### src/hw/rtl/emp_pkg.sv
`default_nettype none

package emp_pkg;

  // default widths
  localparam int TIME_BITS_DEF   = 48;
  localparam int PERIOD_BITS_DEF = 32;

  // fixed field widths
  localparam int CMD_BITS     = 3;
  localparam int TIMEOUT_BITS = 32;
  localparam int COUNT_BITS   = 32;
  localparam int CFG_IDX_BITS = 1;
  localparam int CFG_DATA_BITS = 32;

  localparam logic [TIMEOUT_BITS-1:0] TIMEOUT_RESET = 32'd2000000;

  // event commands
  typedef enum logic [CMD_BITS-1:0] {
    CMD_POWER_EDGE  = 3'd0,
    CMD_ALT_EDGE    = 3'd1,
    CMD_CHECK_POWER = 3'd2,
    CMD_CHECK_ALT   = 3'd3,
    CMD_SET_MODE    = 3'd4,
    CMD_CLEAR_COUNT = 3'd5
  } cmd_t;

  // configuration register indexes
  typedef enum logic [CFG_IDX_BITS-1:0] {
    CFG_TIMEOUT    = 1'd0,
    CFG_MODE_LEVEL = 1'd1
  } cfg_idx_t;

  // configuration values seen by the core
  typedef struct packed {
    logic [TIMEOUT_BITS-1:0] timeout_us;
    logic                    current_mode_level;
  } cfg_t;

endpackage

`default_nettype wire

### src/hw/rtl/emp_if.sv
`default_nettype none

// event word channel
interface emp_in_if #(
  parameter int TIME_BITS = emp_pkg::TIME_BITS_DEF
);
  logic                          valid;
  logic                          ready;
  logic [emp_pkg::CMD_BITS-1:0]  command;
  logic [TIME_BITS-1:0]          now_us;
  logic                          want_voltage;

  modport source (output valid, command, now_us, want_voltage, input ready);
  modport sink   (input valid, command, now_us, want_voltage, output ready);
endinterface

// result word channel
interface emp_out_if #(
  parameter int PERIOD_BITS = emp_pkg::PERIOD_BITS_DEF
);
  logic                           valid;
  logic                           ready;
  logic [PERIOD_BITS-1:0]         power_period;
  logic [PERIOD_BITS-1:0]         current_period;
  logic [PERIOD_BITS-1:0]         voltage_period;
  logic [emp_pkg::COUNT_BITS-1:0] pulse_total;
  logic                           sel_level;
  logic                           measuring_voltage;

  modport source (output valid, power_period, current_period, voltage_period,
                  pulse_total, sel_level, measuring_voltage, input ready);
  modport sink   (input valid, power_period, current_period, voltage_period,
                  pulse_total, sel_level, measuring_voltage, output ready);
endinterface

`default_nettype wire

### src/hw/rtl/emp_in_stage.sv
`default_nettype none

module emp_in_stage #(
  parameter int TIME_BITS = emp_pkg::TIME_BITS_DEF
) (
  input  wire logic                         clk,
  input  wire logic                         rst_n,
  input  wire logic                         in_valid,
  output logic                              in_ready,
  input  wire logic [emp_pkg::CMD_BITS-1:0] in_command,
  input  wire logic [TIME_BITS-1:0]         in_now_us,
  input  wire logic                         in_want_voltage,
  input  wire logic                         take,
  output logic                              held_valid,
  output logic [emp_pkg::CMD_BITS-1:0]      held_command,
  output logic [TIME_BITS-1:0]              held_now_us,
  output logic                              held_want_voltage
);

  logic                         valid_r;
  logic                         valid_nxt;
  logic [emp_pkg::CMD_BITS-1:0] command_r;
  logic [TIME_BITS-1:0]         now_r;
  logic                         want_r;
  logic                         load;

  // slot is free when empty or drained this cycle
  assign in_ready  = !valid_r || take;
  assign load      = in_valid && in_ready;
  assign valid_nxt = load ? 1'b1 : (take ? 1'b0 : valid_r);

  always_ff @(posedge clk) begin
    if (!rst_n) begin
      valid_r <= 1'b0;
    end else begin
      valid_r <= valid_nxt;
    end
  end

  // payload, no reset
  always_ff @(posedge clk) begin
    if (load) begin
      command_r <= in_command;
      now_r     <= in_now_us;
      want_r    <= in_want_voltage;
    end
  end

  assign held_valid        = valid_r;
  assign held_command      = command_r;
  assign held_now_us       = now_r;
  assign held_want_voltage = want_r;

endmodule

`default_nettype wire

### src/hw/rtl/emp_core.sv
`default_nettype none

module emp_core #(
  parameter int TIME_BITS   = emp_pkg::TIME_BITS_DEF,
  parameter int PERIOD_BITS = emp_pkg::PERIOD_BITS_DEF
) (
  input  wire logic                         clk,
  input  wire logic                         rst_n,
  input  wire logic                         step,
  input  wire logic [emp_pkg::CMD_BITS-1:0] command,
  input  wire logic [TIME_BITS-1:0]         now_us,
  input  wire logic                         want_voltage,
  input  wire emp_pkg::cfg_t                cfg,
  output logic [PERIOD_BITS-1:0]            power_period,
  output logic [PERIOD_BITS-1:0]            current_period,
  output logic [PERIOD_BITS-1:0]            voltage_period,
  output logic [emp_pkg::COUNT_BITS-1:0]    pulse_total,
  output logic                              sel_level,
  output logic                              measuring_voltage
);

  localparam logic [TIME_BITS-1:0] PERIOD_MAX = TIME_BITS'({PERIOD_BITS{1'b1}});

  logic [TIME_BITS-1:0]           last_power_r, last_power_nxt;
  logic [TIME_BITS-1:0]           last_alt_r, last_alt_nxt;
  logic [TIME_BITS-1:0]           win_start_r, win_start_nxt;
  logic                           sel_r, sel_nxt;
  logic [PERIOD_BITS-1:0]         power_w_r, power_w_nxt;
  logic [PERIOD_BITS-1:0]         current_w_r, current_w_nxt;
  logic [PERIOD_BITS-1:0]         voltage_w_r, voltage_w_nxt;
  logic [emp_pkg::COUNT_BITS-1:0] count_r, count_nxt;
  logic                           meas_r, meas_nxt;

  logic [TIME_BITS-1:0]   el_power;
  logic [TIME_BITS-1:0]   el_alt;
  logic [TIME_BITS-1:0]   el_win;
  logic [TIME_BITS-1:0]   tmo;
  logic [PERIOD_BITS-1:0] alt_period;
  logic                   is_current;

  function automatic logic [PERIOD_BITS-1:0] sat_period(input logic [TIME_BITS-1:0] d);
    logic [PERIOD_BITS-1:0] p;
    p = (d > PERIOD_MAX) ? {PERIOD_BITS{1'b1}} : d[PERIOD_BITS-1:0];
    return p;
  endfunction

  // elapsed times wrap at the timestamp width
  assign el_power   = now_us - last_power_r;
  assign el_alt     = now_us - last_alt_r;
  assign el_win     = now_us - win_start_r;
  assign tmo        = TIME_BITS'(cfg.timeout_us);
  assign is_current = (sel_r == cfg.current_mode_level);
  assign alt_period = (last_alt_r == win_start_r) ? '0 : sat_period(el_alt);

  // next state per command
  always_comb begin
    last_power_nxt = last_power_r;
    last_alt_nxt   = last_alt_r;
    win_start_nxt  = win_start_r;
    sel_nxt        = sel_r;
    power_w_nxt    = power_w_r;
    current_w_nxt  = current_w_r;
    voltage_w_nxt  = voltage_w_r;
    count_nxt      = count_r;
    case (emp_pkg::cmd_t'(command))
      emp_pkg::CMD_POWER_EDGE: begin
        power_w_nxt    = sat_period(el_power);
        last_power_nxt = now_us;
        count_nxt      = count_r + 1'b1;
      end
      emp_pkg::CMD_ALT_EDGE: begin
        if (el_win > tmo) begin
          if (is_current) begin
            current_w_nxt = alt_period;
          end else begin
            voltage_w_nxt = alt_period;
          end
          sel_nxt       = ~sel_r;
          win_start_nxt = now_us;
        end
        last_alt_nxt = now_us;
      end
      emp_pkg::CMD_CHECK_POWER: begin
        if (el_power > tmo) begin
          power_w_nxt = '0;
        end
      end
      emp_pkg::CMD_CHECK_ALT: begin
        if (el_alt > tmo) begin
          if (is_current) begin
            current_w_nxt = '0;
          end else begin
            voltage_w_nxt = '0;
          end
          sel_nxt       = ~sel_r;
          last_alt_nxt  = now_us;
          win_start_nxt = now_us;
        end
      end
      emp_pkg::CMD_SET_MODE: begin
        sel_nxt       = cfg.current_mode_level ^ want_voltage;
        last_alt_nxt  = now_us;
        win_start_nxt = now_us;
      end
      emp_pkg::CMD_CLEAR_COUNT: begin
        count_nxt = '0;
      end
      default: begin
      end
    endcase
    meas_nxt = (sel_nxt != cfg.current_mode_level);
  end

  // state doubles as the result register
  always_ff @(posedge clk) begin
    if (!rst_n) begin
      last_power_r <= '0;
      last_alt_r   <= '0;
      win_start_r  <= '0;
      sel_r        <= 1'b0;
      power_w_r    <= '0;
      current_w_r  <= '0;
      voltage_w_r  <= '0;
      count_r      <= '0;
      meas_r       <= 1'b0;
    end else if (step) begin
      last_power_r <= last_power_nxt;
      last_alt_r   <= last_alt_nxt;
      win_start_r  <= win_start_nxt;
      sel_r        <= sel_nxt;
      power_w_r    <= power_w_nxt;
      current_w_r  <= current_w_nxt;
      voltage_w_r  <= voltage_w_nxt;
      count_r      <= count_nxt;
      meas_r       <= meas_nxt;
    end
  end

  assign power_period      = power_w_r;
  assign current_period    = current_w_r;
  assign voltage_period    = voltage_w_r;
  assign pulse_total       = count_r;
  assign sel_level         = sel_r;
  assign measuring_voltage = meas_r;

endmodule

`default_nettype wire

### src/hw/rtl/energy_meter_pulse_capture_core.sv
`default_nettype none

// channel   dir  handshake      payload
// in_ch     in   valid/ready    command, now_us, want_voltage
// out_ch    out  valid/ready    power/current/voltage_period, pulse_total,
//                               sel_level, measuring_voltage
// cfg_*     in   cfg_we only    cfg_index, cfg_wdata
//
// one word per cycle sustained while out_ch.ready stays high; a word's result reaches
// out_ch through the input register, then the state update into the result register
// the state registers are the result register, so the update of one word is
// finished before the next word is evaluated
// rst_n is synchronous: all pulse state, config and valid flags reset
// out_ch.ready low holds the result and lets one more word wait in the input
// register before in_ch.ready drops
module energy_meter_pulse_capture_core #(
  parameter int TIME_BITS   = emp_pkg::TIME_BITS_DEF,
  parameter int PERIOD_BITS = emp_pkg::PERIOD_BITS_DEF
) (
  input  wire logic                              clk,
  input  wire logic                              rst_n,
  emp_in_if.sink                                 in_ch,
  emp_out_if.source                              out_ch,
  input  wire logic                              cfg_we,
  input  wire logic [emp_pkg::CFG_IDX_BITS-1:0]  cfg_index,
  input  wire logic [emp_pkg::CFG_DATA_BITS-1:0] cfg_wdata
);

  emp_pkg::cfg_t                cfg_r;
  logic                         out_valid_r;
  logic                         out_valid_nxt;
  logic                         step;
  logic                         held_valid;
  logic [emp_pkg::CMD_BITS-1:0] held_command;
  logic [TIME_BITS-1:0]         held_now_us;
  logic                         held_want_voltage;

  // configuration writes
  always_ff @(posedge clk) begin
    if (!rst_n) begin
      cfg_r.timeout_us         <= emp_pkg::TIMEOUT_RESET;
      cfg_r.current_mode_level <= 1'b0;
    end else if (cfg_we) begin
      unique case (emp_pkg::cfg_idx_t'(cfg_index))
        emp_pkg::CFG_TIMEOUT:    cfg_r.timeout_us <= cfg_wdata[emp_pkg::TIMEOUT_BITS-1:0];
        emp_pkg::CFG_MODE_LEVEL: cfg_r.current_mode_level <= cfg_wdata[0];
        default: begin
        end
      endcase
    end
  end

  // input register
  emp_in_stage #(
    .TIME_BITS(TIME_BITS)
  ) u_in_stage (
    .clk               (clk),
    .rst_n             (rst_n),
    .in_valid          (in_ch.valid),
    .in_ready          (in_ch.ready),
    .in_command        (in_ch.command),
    .in_now_us         (in_ch.now_us),
    .in_want_voltage   (in_ch.want_voltage),
    .take              (step),
    .held_valid        (held_valid),
    .held_command      (held_command),
    .held_now_us       (held_now_us),
    .held_want_voltage (held_want_voltage)
  );

  // advance when the result slot is free or drains now
  assign step          = held_valid && (!out_valid_r || out_ch.ready);
  assign out_valid_nxt = step ? 1'b1 : (out_ch.ready ? 1'b0 : out_valid_r);

  always_ff @(posedge clk) begin
    if (!rst_n) begin
      out_valid_r <= 1'b0;
    end else begin
      out_valid_r <= out_valid_nxt;
    end
  end

  // pulse state and result
  emp_core #(
    .TIME_BITS  (TIME_BITS),
    .PERIOD_BITS(PERIOD_BITS)
  ) u_core (
    .clk               (clk),
    .rst_n             (rst_n),
    .step              (step),
    .command           (held_command),
    .now_us            (held_now_us),
    .want_voltage      (held_want_voltage),
    .cfg               (cfg_r),
    .power_period      (out_ch.power_period),
    .current_period    (out_ch.current_period),
    .voltage_period    (out_ch.voltage_period),
    .pulse_total       (out_ch.pulse_total),
    .sel_level         (out_ch.sel_level),
    .measuring_voltage (out_ch.measuring_voltage)
  );

  assign out_ch.valid = out_valid_r;

endmodule

`default_nettype wire
### src/flat_wrapper.sv
// flat-port wrapper written by rule: the top's interface ports become plain ports
module energy_meter_pulse_capture_core_flat 
#(
  parameter int TIME_BITS   = emp_pkg::TIME_BITS_DEF,
  parameter int PERIOD_BITS = emp_pkg::PERIOD_BITS_DEF
)
  (clk, rst_n, cfg_we, cfg_index, cfg_wdata, in_ch_valid, in_ch_command, in_ch_now_us, in_ch_want_voltage, in_ch_ready, out_ch_valid, out_ch_power_period, out_ch_current_period, out_ch_voltage_period, out_ch_pulse_total, out_ch_sel_level, out_ch_measuring_voltage, out_ch_ready);
  emp_in_if #(.TIME_BITS(TIME_BITS)) in_ch_i ();
  emp_out_if #(.PERIOD_BITS(PERIOD_BITS)) out_ch_i ();
  input  wire logic clk;
  input  wire logic rst_n;
  input  wire logic cfg_we;
  input  wire logic [emp_pkg::CFG_IDX_BITS-1:0] cfg_index;
  input  wire logic [emp_pkg::CFG_DATA_BITS-1:0] cfg_wdata;
  input wire logic [$bits(in_ch_i.valid)-1:0] in_ch_valid;
  input wire logic [$bits(in_ch_i.command)-1:0] in_ch_command;
  input wire logic [$bits(in_ch_i.now_us)-1:0] in_ch_now_us;
  input wire logic [$bits(in_ch_i.want_voltage)-1:0] in_ch_want_voltage;
  output wire logic [$bits(in_ch_i.ready)-1:0] in_ch_ready;
  output wire logic [$bits(out_ch_i.valid)-1:0] out_ch_valid;
  output wire logic [$bits(out_ch_i.power_period)-1:0] out_ch_power_period;
  output wire logic [$bits(out_ch_i.current_period)-1:0] out_ch_current_period;
  output wire logic [$bits(out_ch_i.voltage_period)-1:0] out_ch_voltage_period;
  output wire logic [$bits(out_ch_i.pulse_total)-1:0] out_ch_pulse_total;
  output wire logic [$bits(out_ch_i.sel_level)-1:0] out_ch_sel_level;
  output wire logic [$bits(out_ch_i.measuring_voltage)-1:0] out_ch_measuring_voltage;
  input wire logic [$bits(out_ch_i.ready)-1:0] out_ch_ready;
  assign in_ch_i.valid = in_ch_valid;
  assign in_ch_i.command = in_ch_command;
  assign in_ch_i.now_us = in_ch_now_us;
  assign in_ch_i.want_voltage = in_ch_want_voltage;
  assign in_ch_ready = in_ch_i.ready;
  assign out_ch_valid = out_ch_i.valid;
  assign out_ch_power_period = out_ch_i.power_period;
  assign out_ch_current_period = out_ch_i.current_period;
  assign out_ch_voltage_period = out_ch_i.voltage_period;
  assign out_ch_pulse_total = out_ch_i.pulse_total;
  assign out_ch_sel_level = out_ch_i.sel_level;
  assign out_ch_measuring_voltage = out_ch_i.measuring_voltage;
  assign out_ch_i.ready = out_ch_ready;
  energy_meter_pulse_capture_core #(.TIME_BITS(TIME_BITS), .PERIOD_BITS(PERIOD_BITS)) u_core (.clk(clk), .rst_n(rst_n), .in_ch(in_ch_i), .out_ch(out_ch_i), .cfg_we(cfg_we), .cfg_index(cfg_index), .cfg_wdata(cfg_wdata));
endmodule
### config.mk
export PLATFORM = sky130hd
export DESIGN_NAME = energy_meter_pulse_capture_core_flat
export DESIGN_NICKNAME = d
export VERILOG_FILES = /design/src/hw/rtl/emp_pkg.sv /design/src/hw/rtl/emp_if.sv /design/src/hw/rtl/emp_in_stage.sv /design/src/hw/rtl/emp_core.sv /design/src/hw/rtl/energy_meter_pulse_capture_core.sv /design/src/flat_wrapper.sv
export SDC_FILE = /design/constraint.sdc
export NUM_CORES = 1
export LEC_CHECK = 0
export BUFFER_PORTS_ARGS = -buffer_cell sky130_fd_sc_hd__buf_4
export CORE_UTILIZATION = 45
export DETAILED_ROUTE_END_ITERATION = 10
export PLACE_DENSITY = 0.66
export SETUP_SLACK_MARGIN = 0.15
export SYNTH_ARGS = -nofsm -noshare
export SYNTH_HDL_FRONTEND = slang
export SYNTH_SLANG_ARGS = --single-unit
### constraint.sdc
create_clock -name clk -period 14.26 [get_ports clk]
set_input_delay 0.713 -clock clk [delete_from_list [all_inputs] [get_ports clk]]
set_output_delay 0.713 -clock clk [all_outputs]
set_load 0.01 [all_outputs]
==> impl_metrics.py <==
metrics = {
    "grt": {
        "grt_pass1_wl_um": 137000,
        "gr-usage-all-layers_pct": 29.7,
        "grt_max_degree": 92,
        "antenna_found_initial": 4,
        "grt_remaining_overflow": 0,
        "grt_pass1_vias": 23100,
    },
    "clocking": {
        "cts.clk_slew.worst_paths_ns": 0.06,
        "postCtsSetupBuffers": 0,
        "cts_resized": 0,
        "cts_tree": "built",
        "ctsHtreeMaxLevel": 2,
        "numCtsBuffers": 43,
        "clock_sinks": 361,
        "clkLatencyLatePin_ns": 0.58,
        "cts_buffer_depth": 3,
        "clockRootBuffer": "clkbuf_16",
        "cts.hold.buffers_added": 0,
    },
    "setup_path": {
        "crit_slowest_cell": "nand3_2",
        "setup.worst_path.end_class": "register",
        "r2r_end": "u_core.u_core.current_period[2]",
        "r2r_cells": 23,
        "cp_max_fo": 32,
        "arrival_ns": 7.43,
        "path_class": "reg -> reg",
        "critPathBufInv": 2,
        "r2r-start": "u_core.u_in_stage.held_now_us[0]",
        "cpPeakStageDelay_ns": 0.78,
        "path_cells": "inv_1, ha_1, inv_1, fa_1, a21oi_1, o211ai_1, a41oi_1, a21oi_1, a211oi_1, xnor2_1, ha_1, nand4_1, nor4_1, and2_1, o22ai_1, nor4_1, o311ai_1, a311oi_1, nand4_1, nor4_2, nor3_1, nand3_2, mux2i_1",
        "cp.required_ns": 14.75,
        "cp-start-kind": "register",
        "r2r_slack_ns": 7.32,
        "crit_family": "simple AND/OR/NAND/NOR gates",
    },
    "synthesis": {
        "syn_inst": 3310,
        "async_reset_ff_share_pct": 0,
        "synth_warnings": 0,
        "synth-main-ff-cell": "dfxtp_1",
        "ys_types": 92,
        "synth-seq-cells": 361,
        "synth_area_um2": 26100,
        "synth_top_area_share_pct": 23.7,
        "yosys-top-cells-area": "dfxtp_1 24%, ha_1 11%, a21oi_1 7.1%",
        "syn-mean-instance-area_um2": 7.87,
        "yosys.area.top_type": "dfxtp_1",
        "synth-seq-area-share_pct": 29.7,
        "synth_fp_nets": 3641,
        "synth.most_common_cell": "nand2_1",
        "synth_edf_count": 52,
        "synth_common_cells": "438 x nand2_1, 368 x a21oi_1, 309 x dfxtp_1",
    },
    "timing": {
        "setup_tns_ns": 0,
        "fmax_mhz": 144,
        "skew_ns": 0.0264,
        "fin_crit_ns": 6.94,
        "hold_viol_final": 0,
        "finalMaxSlewViolations": 0,
        "period_share_pct": 48.7,
        "relSlewSlack_pct": 27.9,
        "setup_viol": 0,
        "worst-slew-pin-transition_ns": 1.08,
        "rsz0062_at_grt": "false",
    },
    "pwr": {
        "power.total_mw": 2.97,
        "ir_worst_vdd_uv": 106,
        "power_leakage_nw": 11.9,
        "p_per_area_nw_per_um2": 100,
    },
    "hold_path": {
        "hold_end": "u_core.u_in_stage.held_now_us[1]",
        "worstHoldStart": "in_ch_now_us[1]",
        "hold_path.class": "in -> reg",
        "hold_depth": 1,
    },
    "status": {
        "status": "completed",
    },
    "routing": {
        "wl_per_cell_um": 21.4,
        "num_vias": 25100,
        "drtIter0Drc": 2310,
        "ant_nets": 0,
        "vias_per_cell": 5.97,
        "first_pass_iters": 6,
        "drt_wl_total_um": 90200,
        "post-route-drc-count": 0,
    },
    "cells_and_area": {
        "drive_above_1_share_pct": 10.3,
        "nets": 3752,
        "diodes": 0,
        "post-route-cell-area_um2": 29600,
        "syn_to_final_growth_pct": 13.7,
        "fillers": 5557,
        "final_util_pct": 52.1,
        "ff_latch_area_um2": 7750,
        "multi_input_area_um2": 16800,
    },
    "floorplanning": {
        "fp.dieW_um": 243,
        "die_h_um": 243,
        "core_area_um2": 56800,
        "fp-row-count": 87,
        "top_level_ports": 222,
        "die_area_um2": 58900,
        "initial_core_util_pct": 45.9,
    },
    "run": {
        "maxCapViolCount": 0,
    },
    "place": {
        "place.detailed.hpwl_um": 68500,
        "placed_area_um2": 28100,
        "port_buffers": 221,
        "place.gp.congestion": 1.01,
    },
}
## worst max path at each step
stage | end | cells after the start | start | slack [ns]
detailed placement | u_core.u_core.current_period[2] | 23 | u_core.u_in_stage.held_now_us[0] | 7.50
floorplan | u_core.u_core.win_start_r[27] | 30 | u_core.u_in_stage.held_now_us[0] | 8.97
global placement | u_core.u_core.current_period[3] | 23 | u_core.u_in_stage.held_now_us[0] | 7.61
finish | u_core.u_core.current_period[2] | 23 | u_core.u_in_stage.held_now_us[0] | 7.32
CTS | u_core.u_core.current_period[2] | 23 | u_core.u_in_stage.held_now_us[0] | 7.45
global route | u_core.u_core.current_period[28] | 28 | u_core.u_in_stage.held_now_us[0] | 6.90
## stage by stage
| stage | worst slack [ns] | instances | hold slack (ns) |
|---|---|---|---|
| final | 7.32 | 4209 | 0.305 |
| after global routing | 6.90 | 4209 | 0.283 |
| after CTS | 7.45 | 4209 | 0.282 |
| after detailed placement | 7.50 | 4132 | 0.446 |
| after global placement | 7.61 | 4132 | 0.442 |
| after floorplan | 8.97 | 3310 | 0.436 |
## registers in the layout (all words and copies together), names as in the netlist
name	count
u_core.cfg_r	33
u_core.out_ch.valid	1
u_core.u_core.current_period	32
u_core.u_core.last_alt_r	48
u_core.u_core.last_power_r	48
u_core.u_core.measuring_voltage	1
u_core.u_core.power_period	32
u_core.u_core.pulse_total	32
u_core.u_core.sel_level	1
u_core.u_core.voltage_period	32
u_core.u_core.win_start_r	48
u_core.u_in_stage.held_command	3
u_core.u_in_stage.held_now_us	48
u_core.u_in_stage.held_valid	1
u_core.u_in_stage.held_want_voltage	1
## kinds of logic after synthesis
kind of cell    synth area share [%]
mux                             4.12
flops                           29.7
compound gates                  23.6
fa+ha+maj                       11.7
buf+inv                         6.01
simple gates                    18.6
xor+xnor                        6.28
## worst register-to-register path, cell delays in order (launching register included)
cell and delay, ns:
edfxtp_1 0.44, inv_1 0.14, ha_1 0.18, inv_1 0.05, fa_1 0.39, a21oi_1 0.24
o211ai_1 0.19, a41oi_1 0.36, a21oi_1 0.13, a211oi_1 0.67, xnor2_1 0.16, ha_1 0.34
nand4_1 0.14, nor4_1 0.41, and2_1 0.19, o22ai_1 0.09, nor4_1 0.22, o311ai_1 0.16
a311oi_1 0.26, nand4_1 0.14, nor4_2 0.68, nor3_1 0.17, nand3_2 0.78, mux2i_1 0.30
## metal layers
| metal | GRT usage [%] | up-vias | wire (µm) | part of all wire (%) |
|---|---|---|---|---|
| met5 | 0 | - | 0 | 0 |
| met4 | 9.01 | 0 | 2460 | 2.7 |
| met3 | 5.79 | 129 | 8350 | 9.3 |
| met2 | 45.3 | 982 | 39000 | 43 |
| met1 | 42.0 | 11900 | 40400 | 45 |
| li1 | - | 12100 | - | - |
## cell usage in the layout (no fill, tap or decap), types with 47 or more instances in the layout
cell type,Yosys,routed
nand3_1,141,140
inv_1,207,206
ha_1,238,238
buf_4,9,246
edfxtp_1,52,52
nand4_1,66,66
dfxtp_1,309,309
a21o_1,93,93
o21ai_0,224,223
nor2_1,162,162
xnor2_1,70,69
clkbuf_16,0,47
a21oi_1,368,367
nand2_1,438,438
xor2_1,117,117
mux2i_1,105,105
## area by class of cell
cell class / instances / share of cell area [%]
inverters: 207 / 2.64
well taps: 756 / 3.19
multi-input cells: 2562 / 56.8
clock inverters: 17 / 0.722
clock buffers: 60 / 4.27
repair buffers: 246 / 6.23
flip-flops and latches: 361 / 26.2
## power breakdown
part           total, mW  internal [mW]  switching, mW
registers           1.11           1.07         0.0415
logic              0.715          0.264          0.451
clock network       1.15          0.695          0.457
total               2.97           2.02          0.950
No activity file was read; power rests on OpenSTA's default activity.
